## config.mk

```make
export PLATFORM = sky130hd
export DESIGN_NAME = binary_to_decimal_ascii_flat
export DESIGN_NICKNAME = d
export VERILOG_FILES = /design/src/rtl/b2da_pkg.sv /design/src/rtl/b2da_in_if.sv /design/src/rtl/b2da_out_if.sv /design/src/rtl/b2da_ctrl.sv /design/src/rtl/b2da_dp.sv /design/src/rtl/binary_to_decimal_ascii.sv /design/src/flat_wrapper.sv
export SDC_FILE = /design/constraint.sdc
export NUM_CORES = 1
export LEC_CHECK = 0
export ABC_CLOCK_PERIOD_IN_PS = 3900
export BUFFER_PORTS_ARGS = -buffer_cell sky130_fd_sc_hd__buf_2
export CAP_MARGIN = 10
export CORE_MARGIN = 4
export CORE_UTILIZATION = 60
export CTS_CLUSTER_SIZE = 20
export DETAILED_ROUTE_END_ITERATION = 12
export PLACE_DENSITY = 0.79
export SLEW_MARGIN = 10
export SYNTH_ARGS = -nofsm -noshare
export SYNTH_HDL_FRONTEND = slang
export SYNTH_SLANG_ARGS = --single-unit
```

## constraint.sdc

```tcl
create_clock -name clk_i -period 3.9 [get_ports clk_i]
set_input_delay 0.78 -clock clk_i [delete_from_list [all_inputs] [get_ports clk_i]]
set_output_delay 0.78 -clock clk_i [all_outputs]
set_load 0.01 [all_outputs]
```

## src/rtl/b2da_pkg.sv

```systemverilog
// Package for the binary to decimal ASCII converter.
// Holds widths, constants and the controller/datapath command and status types.
// No dependencies.
`default_nettype none

package b2da_pkg;

  localparam int unsigned VALUE_W    = 31;
  localparam int unsigned VALUE_BITS = 31;
  localparam int unsigned MIN_W      = 4;
  localparam int unsigned CHAR_W     = 6;
  localparam int unsigned BCD_DIGITS = 10;
  localparam int unsigned BCD_W      = 4 * BCD_DIGITS;
  localparam int unsigned IDX_W      = 4;
  localparam int unsigned STEP_W     = $clog2(VALUE_BITS + 1);

  localparam logic [CHAR_W-1:0] ASCII_ZERO = 6'h30;

  typedef struct packed {
    logic load;
    logic shift;
    logic prep;
    logic emit;
  } b2da_cmd_t;

  typedef struct packed {
    logic conv_done;
    logic out_free;
    logic emit_last;
  } b2da_stat_t;

endpackage

`default_nettype wire

```

## src/rtl/b2da_in_if.sv

```systemverilog
// Input channel interface: valid/ready handshake with the integer and minimum width.
// Depends on b2da_pkg.
`default_nettype none

interface b2da_in_if;
  logic                          valid;
  logic                          ready;
  logic [b2da_pkg::VALUE_W-1:0]  value;
  logic [b2da_pkg::MIN_W-1:0]    min_digits;

  modport source (output valid, output value, output min_digits, input ready);
  modport sink (input valid, input value, input min_digits, output ready);
endinterface

`default_nettype wire

```

## src/rtl/b2da_out_if.sv

```systemverilog
// Output channel interface: valid/ready handshake with one ASCII digit per beat.
// Depends on b2da_pkg.
`default_nettype none

interface b2da_out_if;
  logic                         valid;
  logic                         ready;
  logic [b2da_pkg::CHAR_W-1:0]  digit_char;
  logic                         last;

  modport source (output valid, output digit_char, output last, input ready);
  modport sink (input valid, input digit_char, input last, output ready);
endinterface

`default_nettype wire

```

## src/rtl/b2da_ctrl.sv

```systemverilog
// Controller state machine: sequences load, double-dabble shifts, length setup and emission.
// Depends on b2da_pkg.
`default_nettype none

module b2da_ctrl (
  input  wire logic                 clk_i,
  input  wire logic                 rst_ni,
  input  wire logic                 in_valid_i,
  output logic                      in_ready_o,
  input  wire b2da_pkg::b2da_stat_t stat_i,
  output b2da_pkg::b2da_cmd_t       cmd_o
);
  import b2da_pkg::*;

  localparam logic [1:0] ST_IDLE = 2'd0;
  localparam logic [1:0] ST_CONV = 2'd1;
  localparam logic [1:0] ST_PREP = 2'd2;
  localparam logic [1:0] ST_EMIT = 2'd3;

  logic [1:0] state_q, state_d;

  assign in_ready_o = (state_q == ST_IDLE);

  always_comb begin
    state_d = state_q;
    cmd_o   = '0;
    case (state_q)
      ST_IDLE: begin
        if (in_valid_i) begin
          cmd_o.load = 1'b1;
          state_d    = ST_CONV;
        end
      end
      ST_CONV: begin
        cmd_o.shift = 1'b1;
        if (stat_i.conv_done) begin
          state_d = ST_PREP;
        end
      end
      ST_PREP: begin
        cmd_o.prep = 1'b1;
        state_d    = ST_EMIT;
      end
      ST_EMIT: begin
        if (stat_i.out_free) begin
          cmd_o.emit = 1'b1;
          if (stat_i.emit_last) begin
            state_d = ST_IDLE;
          end
        end
      end
      default: begin
        state_d = ST_IDLE;
      end
    endcase
  end

  always_ff @(posedge clk_i or negedge rst_ni) begin
    if (!rst_ni) begin
      state_q <= ST_IDLE;
    end else begin
      state_q <= state_d;
    end
  end

endmodule

`default_nettype wire

```

## src/rtl/b2da_dp.sv

```systemverilog
// Datapath: shift-and-add-3 BCD converter, digit index and the output register.
// Depends on b2da_pkg.
`default_nettype none

module b2da_dp (
  input  wire logic                         clk_i,
  input  wire logic                         rst_ni,
  input  wire b2da_pkg::b2da_cmd_t          cmd_i,
  output b2da_pkg::b2da_stat_t              stat_o,
  input  wire logic [b2da_pkg::VALUE_W-1:0] value_i,
  input  wire logic [b2da_pkg::MIN_W-1:0]   min_digits_i,
  output logic                              out_valid_o,
  input  wire logic                         out_ready_i,
  output logic [b2da_pkg::CHAR_W-1:0]       out_char_o,
  output logic                              out_last_o
);
  import b2da_pkg::*;

  logic [VALUE_BITS-1:0] bin_q, bin_d;
  logic [BCD_W-1:0]      bcd_q, bcd_d;
  logic [STEP_W-1:0]     step_q, step_d;
  logic [MIN_W-1:0]      min_q, min_d;
  logic [IDX_W-1:0]      idx_q, idx_d;
  logic                  out_valid_q, out_valid_d;
  logic [CHAR_W-1:0]     out_char_q, out_char_d;
  logic                  out_last_q, out_last_d;

  logic [3:0]       digits [BCD_DIGITS];
  logic [BCD_W-1:0] dabbled;
  logic [IDX_W-1:0] top_idx;
  logic [IDX_W-1:0] min_idx;
  logic [3:0]       cur_digit;

  always_comb begin
    for (int i = 0; i < BCD_DIGITS; i++) begin
      digits[i]           = bcd_q[4*i +: 4];
      dabbled[4*i +: 4]   = (bcd_q[4*i +: 4] >= 4'd5) ? bcd_q[4*i +: 4] + 4'd3
                                                       : bcd_q[4*i +: 4];
    end
  end

  always_comb begin
    top_idx = '0;
    for (int i = 0; i < BCD_DIGITS; i++) begin
      if (digits[i] != 4'd0) begin
        top_idx = IDX_W'(i);
      end
    end
    min_idx = (min_q == '0) ? '0 : IDX_W'(min_q - MIN_W'(1));
  end

  assign cur_digit = (idx_q < IDX_W'(BCD_DIGITS)) ? digits[idx_q] : 4'd0;

  always_comb begin
    bin_d       = bin_q;
    bcd_d       = bcd_q;
    step_d      = step_q;
    min_d       = min_q;
    idx_d       = idx_q;
    out_valid_d = out_valid_q;
    out_char_d  = out_char_q;
    out_last_d  = out_last_q;

    if (cmd_i.load) begin
      bin_d  = VALUE_BITS'(value_i);
      bcd_d  = '0;
      step_d = STEP_W'(VALUE_BITS);
      min_d  = min_digits_i;
    end
    if (cmd_i.shift) begin
      bcd_d  = {dabbled[BCD_W-2:0], bin_q[VALUE_BITS-1]};
      bin_d  = {bin_q[VALUE_BITS-2:0], 1'b0};
      step_d = step_q - STEP_W'(1);
    end
    if (cmd_i.prep) begin
      idx_d = (top_idx > min_idx) ? top_idx : min_idx;
    end

    if (out_valid_q && out_ready_i) begin
      out_valid_d = 1'b0;
    end
    if (cmd_i.emit) begin
      out_valid_d = 1'b1;
      out_char_d  = ASCII_ZERO + {2'b00, cur_digit};
      out_last_d  = (idx_q == '0);
      idx_d       = idx_q - IDX_W'(1);
    end
  end

  assign stat_o.conv_done = (step_q == STEP_W'(1));
  assign stat_o.out_free  = !out_valid_q || out_ready_i;
  assign stat_o.emit_last = (idx_q == '0);

  assign out_valid_o = out_valid_q;
  assign out_char_o  = out_char_q;
  assign out_last_o  = out_last_q;

  always_ff @(posedge clk_i or negedge rst_ni) begin
    if (!rst_ni) begin
      out_valid_q <= 1'b0;
    end else begin
      out_valid_q <= out_valid_d;
    end
  end

  always_ff @(posedge clk_i) begin
    bin_q      <= bin_d;
    bcd_q      <= bcd_d;
    step_q     <= step_d;
    min_q      <= min_d;
    idx_q      <= idx_d;
    out_char_q <= out_char_d;
    out_last_q <= out_last_d;
  end

endmodule

`default_nettype wire

```

## src/rtl/binary_to_decimal_ascii.sv

```systemverilog
// Binary to decimal ASCII converter, top level. An item is accepted, then shifted bit by bit
// through the double-dabble loop in the BCD datapath, then its length is set up,
// then its characters (1 to 15) are emitted one per cycle while the output is free.
// The first character follows the input beat once the shift loop and the length setup are done.
// Reset is asynchronous and active low; it empties the output register and idles the FSM.
`default_nettype none

module binary_to_decimal_ascii (
  input  wire logic  clk_i,
  input  wire logic  rst_ni,
  b2da_in_if.sink    in_i,
  b2da_out_if.source out_o
);
  import b2da_pkg::*;

  b2da_cmd_t  cmd;
  b2da_stat_t stat;
  logic       in_ready;

  b2da_ctrl u_ctrl (
    .clk_i      (clk_i),
    .rst_ni     (rst_ni),
    .in_valid_i (in_i.valid),
    .in_ready_o (in_ready),
    .stat_i     (stat),
    .cmd_o      (cmd)
  );

  b2da_dp u_dp (
    .clk_i        (clk_i),
    .rst_ni       (rst_ni),
    .cmd_i        (cmd),
    .stat_o       (stat),
    .value_i      (in_i.value),
    .min_digits_i (in_i.min_digits),
    .out_valid_o  (out_o.valid),
    .out_ready_i  (out_o.ready),
    .out_char_o   (out_o.digit_char),
    .out_last_o   (out_o.last)
  );

  assign in_i.ready = in_ready;

`ifndef SYNTHESIS
  a_busy_after_accept: assert property (@(posedge clk_i) disable iff (!rst_ni)
    in_i.valid && in_i.ready |=> !in_i.ready)
    else $error("input accepted while a conversion was in progress");

  a_digit_range: assert property (@(posedge clk_i) disable iff (!rst_ni)
    out_o.valid |-> (out_o.digit_char >= 6'd48 && out_o.digit_char <= 6'd57))
    else $error("output character is not a decimal digit");

  a_idle_after_last: assert property (@(posedge clk_i) disable iff (!rst_ni)
    $rose(in_i.ready) |-> out_o.valid && out_o.last)
    else $error("converter went idle without a final character");
`endif

endmodule

`default_nettype wire

```

## src/flat_wrapper.sv

```systemverilog
// flat-port wrapper written by rule: the top's interface ports become plain ports
module binary_to_decimal_ascii_flat import b2da_pkg::*;
  (clk_i, rst_ni, in_i_valid, in_i_value, in_i_min_digits, in_i_ready, out_o_valid, out_o_digit_char, out_o_last, out_o_ready);
  b2da_in_if in_i_i ();
  b2da_out_if out_o_i ();
  input  wire logic clk_i;
  input  wire logic rst_ni;
  input wire logic [$bits(in_i_i.valid)-1:0] in_i_valid;
  input wire logic [$bits(in_i_i.value)-1:0] in_i_value;
  input wire logic [$bits(in_i_i.min_digits)-1:0] in_i_min_digits;
  output wire logic [$bits(in_i_i.ready)-1:0] in_i_ready;
  output wire logic [$bits(out_o_i.valid)-1:0] out_o_valid;
  output wire logic [$bits(out_o_i.digit_char)-1:0] out_o_digit_char;
  output wire logic [$bits(out_o_i.last)-1:0] out_o_last;
  input wire logic [$bits(out_o_i.ready)-1:0] out_o_ready;
  assign in_i_i.valid = in_i_valid;
  assign in_i_i.value = in_i_value;
  assign in_i_i.min_digits = in_i_min_digits;
  assign in_i_ready = in_i_i.ready;
  assign out_o_valid = out_o_i.valid;
  assign out_o_digit_char = out_o_i.digit_char;
  assign out_o_last = out_o_i.last;
  assign out_o_i.ready = out_o_ready;
  binary_to_decimal_ascii u_core (.clk_i(clk_i), .rst_ni(rst_ni), .in_i(in_i_i), .out_o(out_o_i));
endmodule
```

# After elaboration in Yosys (flattened, before gate mapping)
# Cells that the tools add are included.
# Widths: inputs -> output; s select.
dict set report classes {
  addsub 14
  bitwise_logic 1
  n_reduce_logical 19
  n_eq_ne 8
  n_mux 46
  magnitude_cmp 13
}
# operator count
set ops {}
lappend ops {{$mux 4} 24}
lappend ops {{$mux 40} 2}
lappend ops {{$mux 31} 2}
lappend ops {{$ge 4x3->1 const B} 10}
lappend ops {{$add 4x2->4 const B} 9}
lappend ops {{$reduce_bool 4->1} 9}
lappend ops {{$bmux 4 s4} 1}
lappend ops {{$mux 5} 2}
lappend ops {{$mux 1} 9}
lappend ops {{$logic_not 4->1} 2}
lappend ops {{$mux 2} 4}
lappend ops {{$pmux 2 s4} 1}
lappend ops {{$sub 4x1->4 const B} 2}
lappend ops {{$add 5x5->6 const A} 1}
lappend ops {{$ne 2x1->1 const B} 3}
lappend ops {{$reduce_bool 2->1} 3}
lappend ops {{$eq 5x1->1 const B} 1}
lappend ops {{$ge 5x5->1 const B} 1}
lappend ops {{$not 4->5} 1}
lappend ops {{$sub 5x1->5 const B} 1}
lappend ops {{$eq 2x2->1 const B} 2}
lappend ops {{$gt 4x4->1} 1}
lappend ops {{$lt 4x4->1 const B} 1}
lappend ops {{$reduce_and 4->1} 1}
lappend ops {{8 further kinds} 8}
dict set report totals {
  wordCells 111
  out_inout_bits 9
  inputBits 39
  reg_bits 94
}

# Logic depth before layout (Yosys ltp)
# Gate-level depths: netlist of the first run.
dict set report depth {
  depth_word 14
  mapped_depth 13
  mapped_depth_nobuf 13
}

# By module
# A second synthesis of the first run with hierarchy kept.
dict set report unflattened {
  hier_cells 451
  hier_area_um2 5361.4
}
# mod cells_per_inst area_per_inst_um2 seq_area_each_um2 n_inst
set modules_own_cells {}
lappend modules_own_cells {b2da_dp 434 5193.7 2687.6 1}
lappend modules_own_cells {b2da_ctrl 17 167.7 50.0 1}

# Worst setup path after synthesis of the first run
# OpenSTA, ideal clock, no wires.
dict set report synth_path {
  path_kind {register to register}
  startpoint {reg u_core.u_dp.bcd_q[8]}
  endpoint {reg u_core.u_dp.idx_q[1], data pin}
  synth_period_minus_slack_ns 2.962
  stages_incl_launch_ff 14
  path_slack_ns 0.938
  setup_ns 0.267
  required_time_ns 3.633
  arrival_ns 2.694
  cell_sequence {edfxtp_1 -> inv_1 -> ha_1 -> or3b_4 -> nor4b_1 -> nor2_1 -> o21bai_1 -> inv_1 -> ha_1 -> nor2b_1 -> o41ai_1 -> a21oi_2 -> o41ai_1 -> a31oi_1}
}
dict set report synth_via {
  elab_chain_cells 13
}
# item line_no
set synth_rtl {}
lappend synth_rtl {{start: declaration} b2da_dp.sv:20} ;# logic [BCD_W-1:0] bcd_q, bcd_d;
lappend synth_rtl {{start signal: assignment} b2da_dp.sv:108} ;# bcd_q <= bcd_d;
lappend synth_rtl {{$reduce_bool 4->1 *} b2da_dp.sv:45} ;# if (digits[i] != 4'd0) begin
lappend synth_rtl {{$mux 4 * (8 in series)} b2da_dp.sv:45}
lappend synth_rtl {{$gt 4x4->1} b2da_dp.sv:76} ;# idx_d = (top_idx > min_idx) ? top_idx : min_idx;
lappend synth_rtl {{$mux 4 *} b2da_dp.sv:76}
lappend synth_rtl {{$mux 4 *} b2da_dp.sv:75} ;# if (cmd_i.prep) begin
lappend synth_rtl {{$mux 4 *} b2da_dp.sv:82} ;# if (cmd_i.emit) begin
lappend synth_rtl {{named net u_core.u_dp.idx_d[1]} b2da_dp.sv:23} ;# logic [IDX_W-1:0] idx_q, idx_d;
lappend synth_rtl {{end signal: assignment} b2da_dp.sv:111} ;# idx_q <= idx_d;
lappend synth_rtl {{end: declaration} b2da_dp.sv:23}
# The timed path passes the listed nets; every way through them passes the cells marked *. The select of a mux whose other input is x is not followed.
# A chain may end at the register's enable or synchronous reset.

# Final worst setup path of the first run
# Ends and elaborated chain as after synthesis.

==> run metrics, run 1 <==
Total Power 5.064 mW; Post-Synthesis Cells 513; peak per-stage delay on the critical path 0.48 ns; Max-Cap Viols 0; CTS tree built; Post-synth EDFFs 88; filler cell count 676; post-synthesis adder-cell area fraction 7.676%; unique cell type count in the Yosys netlist 54; largest family of logic cells by synthesized area simple AND/OR/NAND/NOR gates; status finished clean; clock skew 0.01325 ns; Die ar. 0.01054 mm^2; setup TNS 0 ns; drt first pass iters 4; cts repair resizes 0; Async SR Flop Fraction 3.261%; final setup fails 0; pin count of the biggest net entering global routing 108; Sequential Power Share 45.2%; routed vias/inst 5.590; Clk pwr share 12.0%; min-delay worst type in -> async; Synth Area in XOR/XNOR 3.745%; simple-gate share of the synthesized area 17.52%; clock slew at reported path FFs 0.10 ns; ys flop type edfxtp_1; mux cell area share after synthesis 4.745%; layout cells sized above 1 14.75%; Psw 2.038 mW; worst-margin pin slew 0.8802 ns; post-synthesis compound-gate area fraction 11.03%; Finished Core Util 67.19%; CP bufs+invs 2; Syn Area/Cell 10.49 um^2; gp weighted congestion 0.8339; Slew Viols, Final 0; crit path kind reg -> reg; synth warn 0; Fin Hold WS 0.1904 ns; first-pass GRT wire length 16,500 um; RSZ-0062 raised after global routing no; DIE HEIGHT 102.7 um; total global-route track usage 20.02%; Port Buffer Count 45; I/O pin count 48; Vias 3,712; TritonCTS Buffers 9; total wire length 9854 um; initial antenna violation count 0; vias in the first global route 3,552; Power Density 864.2 mW/mm^2; Startpoint Class flop; clk root buf clkbuf_8; DIE WIDTH 102.7 um; Final period util 89.86%; Cell Rows 34; min Tclk post-route 3.504 ns; max frequency 285.4 MHz; Combinational Power Share 42.8%; detailed placement HPWL 6927 um; synthesized flop and latch total 92; cells along the critical path inv_1 -> ha_1 -> or3b_4 -> nor4b_1 -> nor2_1 -> o21bai_1 -> inv_1 -> ha_1 -> nor2b_1 -> o41ai_1 -> a21oi_2 -> o41ai_1 -> a31oi_1; Nets 623; Post-CTS Setup Bufs 0; Routed Antenna Nets 0; clock tree buffer depth 2; CTS Hold Bufs 0; slowest stage cell, crit path edfxtp_1; Leakage 2.247 nW; Area growth syn-to-layout 8.932%; H-tree depth 3; final hold violations 0; critical path peak fanout 8; Critical Path End Type flop; CTS sink cnt 92; Clock Latency Late Sink 0.36 ns; WP data arrival 3.61 ns; sequential area share after synthesis 50.90%; Core Area 0.008721 mm^2; cell area after synthesis 0.005379 mm^2; Initial Util 61.68%; DRC 0; Placed Area 0.005672 mm^2; number of antenna diodes 0; gr ovfl total 0; Iter 0 DRT Violations 196; Power Internal 3.026 mW; WL/cell 14.84 um; Slew HR 41.32%; Worst VDD drop 0.3859 mV; switching share of power 40.24%; delay-heaviest family, CP simple AND/OR/NAND/NOR gates; fin area 0.005859 mm^2; CP required 4.00 ns
## routing by layer
| metal | vias to the layer above | wire [um] | part of all wire (%) | track usage [%] |
|---|---|---|---|---|
| met1 | 1754 | 4495 | 46 | 27.35 |
| met5 | - | 0 | 0 | 0 |
| li1 | 1858 | - | - | - |
| met4 | 0 | 204 | 2.1 | 9.183 |
| met2 | 85 | 4731 | 48 | 31.73 |
| met3 | 15 | 423 | 4.3 | 3.045 |
## cell usage in the layout (no fill, tap or decap), drive strengths merged, types with 2 or more instances in the layout
| cell | Yosys | final |
|---|---|---|
| clkbuf | 18 | 11 |
| o21ai | 54 | 54 |
| nor3 | 4 | 4 |
| a21boi | 10 | 10 |
| nor2 | 22 | 22 |
| a31oi | 2 | 2 |
| a21oi | 16 | 16 |
| nor3b | 16 | 16 |
| mux2i | 6 | 6 |
| clkinv | 0 | 2 |
| dfrtp | 3 | 3 |
| nand2b | 14 | 14 |
| ha | 33 | 33 |
| o41ai | 3 | 3 |
| clkinvlp | 0 | 3 |
| nor2b | 2 | 2 |
| edfxtp | 88 | 88 |
| nand3 | 5 | 5 |
| or2 | 2 | 2 |
| conb | 1 | 2 |
| xnor2 | 13 | 13 |
| mux4 | 8 | 8 |
| xor2 | 10 | 10 |
| buf | 4 | 48 |
| inv | 33 | 33 |
| nand2 | 102 | 102 |
| and2 | 22 | 22 |
## power by group through the flow
stage / sequential (mW) / clock, mW / combinational [mW]
after floorplan: 2.14 / 0 / 1.76
after global placement: 2.28 / 0 / 2.07
after detailed placement: 2.30 / 0 / 2.18
after CTS: 2.28 / 0.622 / 2.19
after global routing: 2.37 / 0.657 / 2.48
final: 2.29 / 0.607 / 2.17
## cell type report
type | count | area, um^2 | area share, %
Sequential cell | 92 | 2738 | 46.72
Multi-Input combinational cell | 367 | 2415 | 41.21
Timing Repair Buffer | 48 | 260.3 | 4.442
Clock buffer | 11 | 151.4 | 2.584
Tap cell | 108 | 135.1 | 2.306
Inverter | 33 | 123.9 | 2.114
Clock inverter | 5 | 36.28 | 0.6193
## logic make-up (layout without fill, tap and decap cells)
family                   Yosys count  after routing
other                              1              2
AND/OR/NAND/NOR                  196            196
buffers and inverters             55             97
XOR/XNOR                          23             23
adder cells (fa/ha/maj)           33             33
AO/OA/AOI/OAI                     98             98
multiplexers                      15             15
flip-flops                        92             92
## worst register-to-register path, cell delays in order, from the launching register on
cell      delay, ns
edfxtp_1       0.48
inv_1          0.10
ha_1           0.20
or3b_4         0.40
nor4b_1        0.45
nor2_1         0.07
o21bai_1       0.20
inv_1          0.07
ha_1           0.31
nor2b_1        0.14
o41ai_1        0.31
a21oi_2        0.14
o41ai_1        0.28
a31oi_1        0.08
## per-stage QoR
step,instances,worst slack (ns)
after floorplan,514,0.9384
after global placement,648,0.6477
after detailed placement,648,0.5065
after CTS,664,0.4771
after global routing,664,0.2270
final,664,0.3956
## Yosys cell counts, types with 2 or more instances
cell      number  area (um^2)
nand2b_1      14        87.58
inv_1         33        123.9
dfrtp_1        3        75.07
o21ai_0       54        270.3
a31oi_1        2        12.51
nor2_1        22        82.58
xnor2_1       13        113.9
and2_1        22        137.6
xor2_1        10        87.58
mux4_2         7        157.7
nand3_1        5        25.02
or2_2          2        12.51
o41ai_1        3        26.28
nor2b_1        2        12.51
ha_1          33        412.9
clkbuf_1      17        63.81
mux2i_1        6        60.06
a21boi_0      10        75.07
buf_4          2        15.01
a21oi_1       15        75.07
nor3_1         4        20.02
nand2_1      101        379.1
edfxtp_1      88         2643
nor3b_1       15        112.6
## path summary, 6_finish.rpt
path                                                          from                                   end  slack (ns)  depth (start not counted)
min in group clk_i               u_core.u_dp.bin_q[0]$_SDFFE_PP0P_     u_core.u_dp.bin_q[0]$_SDFFE_PP0P_        0.52                          2
worst min register to register   u_core.u_dp.bin_q[0]$_SDFFE_PP0P_     u_core.u_dp.bin_q[0]$_SDFFE_PP0P_        0.52                          2
worst max-delay path            u_core.u_dp.bcd_q[8]$_SDFFCE_PN0P_        u_core.u_dp.idx_q[1]$_DFFE_PP_        0.40                         13
worst max register to register  u_core.u_dp.bcd_q[8]$_SDFFCE_PN0P_        u_core.u_dp.idx_q[1]$_DFFE_PP_        0.40                         13
max in group asynchronous                                   rst_ni  u_core.u_ctrl.state_q[1]$_DFFE_PN0P_        3.59                          1
worst min-delay path                                        rst_ni   u_core.u_dp.out_valid_o$_DFFE_PN0P_        0.19                          1
## sequential cells by signal (all words and copies together), names as in the netlist
register                 count
u_core.u_dp.out_last_o       1
u_core.u_dp.out_char_o       4
u_core.u_dp.bin_q           31
u_core.u_dp.idx_q            4
u_core.u_ctrl.state_q        2
u_core.u_dp.step_q           5
u_core.u_dp.bcd_q           40
u_core.u_dp.out_valid_o      1
u_core.u_dp.min_q            4
Power figures use the tool's default switching activity.
==> inputs of run 2 (changes only) <==
--- a/config.mk
+++ b/config.mk
@@ -5,11 +5,11 @@
 export SDC_FILE = /design/constraint.sdc
 export NUM_CORES = 1
 export LEC_CHECK = 0
-export ABC_CLOCK_PERIOD_IN_PS = 3900
+export ABC_CLOCK_PERIOD_IN_PS = 3800
 export BUFFER_PORTS_ARGS = -buffer_cell sky130_fd_sc_hd__buf_2
 export CAP_MARGIN = 10
-export CORE_MARGIN = 4
 export CORE_UTILIZATION = 60
+export CTS_CLUSTER_DIAMETER = 120
 export CTS_CLUSTER_SIZE = 20
 export DETAILED_ROUTE_END_ITERATION = 12
 export PLACE_DENSITY = 0.79
==> constraint.sdc (replaced) <==
create_clock -name clk_i -period 3.8 [get_ports clk_i]
set_input_delay 0.76 -clock clk_i [delete_from_list [all_inputs] [get_ports clk_i]]
set_output_delay 0.76 -clock clk_i [all_outputs]
set_load 0.01 [all_outputs]
==> run 2 against run 1 <==
Die area shrank 11%. Clock power shrank 3%. Final cell count grew 0.15%. Clock skew shrank 0.0033 ns. First-iteration DRC count grew 32%. Fmax shrank 0.52%. Critical path depth is the same. Total power grew 2.3%. Sequential share of layout area grew 0.090 points. Critical endpoint unchanged.
==> run metrics, run 2 (synthesized netlist as in run 1, its figures left out) <==
critical path peak fanout 8 (unchanged); Placed Area 0.005679 mm^2 (+0.13%); WP data arrival 3.63 ns (+0.02 ns); FF/Latch Area 0.002738 mm^2 (unchanged); total global-route track usage 22.34% (+2.3 points); Clock Latency Late Sink 0.36 ns (about the same); Startpoint Class flop; Port Buffer Count 45 (unchanged); RSZ-0062 raised after global routing no; Cell Rows 34 (unchanged); DRC 0 (unchanged); Power Density 886.2 mW/mm^2 (+2.5%); detailed placement HPWL 6821 um (-1.5%); Initial Util 61.68% (unchanged); Multi-input gate area 0.002415 mm^2 (unchanged); final setup fails 0 (unchanged); gp weighted congestion 0.8187 (-1.8%); clk root buf clkbuf_8; cts repair resizes 0 (unchanged); I/O pin count 48 (unchanged); first-pass GRT wire length 16,800 um (+1.8%); filler cell count 663 (-1.9%); CTS sink cnt 92 (unchanged); Slew Viols, Final 0 (unchanged); Finished Core Util 67.06% (-0.13 points); drt first pass iters 5 (+1); initial antenna violation count 0 (unchanged); Core Area 0.008721 mm^2 (unchanged); Nets 624 (+0.16%); Critical Path End Type flop; min Tclk post-route 3.523 ns (+0.01845 ns); Vias 3,766 (+1.5%); RR Endpoint u_core.u_dp.idx_q[1]$_DFFE_PP_; gr ovfl total 0 (unchanged); Worst Reg2Reg Path Length in Cells 13 (unchanged); Iter 0 DRT Violations 258 (+32%); min-delay worst type in -> async; Worst R2R Setup Slack 0.28 ns (-0.12 ns); DIE WIDTH 96.68 um (-5.8%); WL/cell 14.76 um (-0.55%); CP required 3.91 ns (-0.09 ns); Post-CTS Setup Bufs 0 (unchanged); max reg flops 40 (unchanged); Area growth syn-to-layout 8.723%; clock tree buffer depth 2 (unchanged); routed vias/inst 5.663 (+1.3%); max frequency 283.9 MHz (-0.52%); Reg2Reg Launch Point u_core.u_dp.bcd_q[8]$_SDFFCE_PN0P_; status finished clean; total wire length 9815 um (-0.40%); Die ar. 0.009347 mm^2 (-11%); CTS Hold Bufs 0 (unchanged); final hold violations 0 (unchanged); Largest Register u_core.u_dp.bcd_q; Slew HR 46.54% (+5.2 points); Final period util 92.71% (+2.9 points); fin area 0.005848 mm^2 (-0.19%); commonest non-fill, non-tap cell in the layout nand2_1; setup TNS 0 ns (unchanged); clock skew 0.009992 ns (-0.003256 ns); worst-margin pin slew 0.8019 ns (-0.07834 ns); DIE HEIGHT 96.68 um (-5.8%); Worst VDD drop 0.5502 mV (+43%); clock slew at reported path FFs 0.09 ns (about the same); pin count of the biggest net entering global routing 76 (-30%); biggest registers after layout u_core.u_dp.bcd_q x40, u_core.u_dp.bin_q x31, u_core.u_dp.step_q x5; CTS tree built; most frequent cells in the layout nand2_1 (101), edfxtp_1 (88), o21ai_0 (54); number of antenna diodes 0 (unchanged); layout cells sized above 1 14.72% (-0.026 points); Leakage 2.242 nW (-0.19%); Routed Antenna Nets 0 (unchanged); vias in the first global route 3,647 (+2.7%); Max-Cap Viols 0 (unchanged); H-tree depth 3 (unchanged); TritonCTS Buffers 9 (unchanged); crit path kind reg -> reg
## run 2: changes by cell type in the layout (fill, tap and decap cells not counted), sizes merged
cell / delta
clkbuf: -1
buf: +1
clkinv: +1
## run 2: metal layers
layer | GRT usage [%] | wire (um)
met5 | 0 | 0
met4 | 6.774 | 110
met3 | 4.408 | 424
met2 | 36.19 | 4762
met1 | 30.63 | 4517
## run 2: power breakdown
group	switching [mW]	internal (mW)	leakage (nW)
sequential	0.479	1.88	0.896
clock	0.351	0.237	0.0783
combinational	1.27	0.964	1.27
## run 2: through the flow
stage | setup slack [ns] | cells | total power, mW | hold slack (ns)
2_1_floorplan | 0.8384 | 514 | 4.002 | 0.4602
3_3_place_gp | 0.5765 | 649 | 4.472 | 0.4790
3_5_place_dp | 0.3993 | 649 | 4.603 | 0.4953
4_1_cts | 0.3972 | 665 | 5.205 | 0.1595
5_1_grt | 0.1168 | 665 | 5.620 | 0.1529
6_report | 0.2771 | 665 | 5.183 | 0.1753
## run 2: how the worst max path moves through the flow
stage,start,end,slack (ns),depth (start not counted)
2_1_floorplan,u_core.u_dp.bcd_q[8]$_SDFFCE_PN0P_,u_core.u_dp.idx_q[1]$_DFFE_PP_,0.84,13
3_3_place_gp,u_core.u_dp.bcd_q[8]$_SDFFCE_PN0P_,u_core.u_dp.idx_q[1]$_DFFE_PP_,0.58,13
3_5_place_dp,u_core.u_dp.bcd_q[8]$_SDFFCE_PN0P_,u_core.u_dp.idx_q[1]$_DFFE_PP_,0.40,13
4_1_cts,u_core.u_dp.bcd_q[8]$_SDFFCE_PN0P_,u_core.u_dp.idx_q[1]$_DFFE_PP_,0.40,13
5_1_grt,u_core.u_dp.bcd_q[8]$_SDFFCE_PN0P_,u_core.u_dp.idx_q[1]$_DFFE_PP_,0.12,13
6_report,u_core.u_dp.bcd_q[8]$_SDFFCE_PN0P_,u_core.u_dp.idx_q[1]$_DFFE_PP_,0.28,13
## run 2: layout make-up
type / instances / share of cell area [%]
repair buffers: 49 / 4.579
flip-flops and latches: 92 / 46.81
clock buffers: 10 / 2.182
clock inverters: 6 / 0.7060
well taps: 108 / 2.311
multi-input cells: 367 / 41.29
inverters: 33 / 2.118
## run 2: critical path, stage by stage, from the launching register on
cell      delay (ns)
edfxtp_1        0.47
inv_1           0.09
ha_1            0.19
or3b_4          0.40
nor4b_1         0.36
nor2_1          0.07
o21bai_1        0.25
inv_1           0.09
ha_1            0.32
nor2b_1         0.14
o41ai_1         0.32
a21oi_2         0.14
o41ai_1         0.35
a31oi_1         0.08
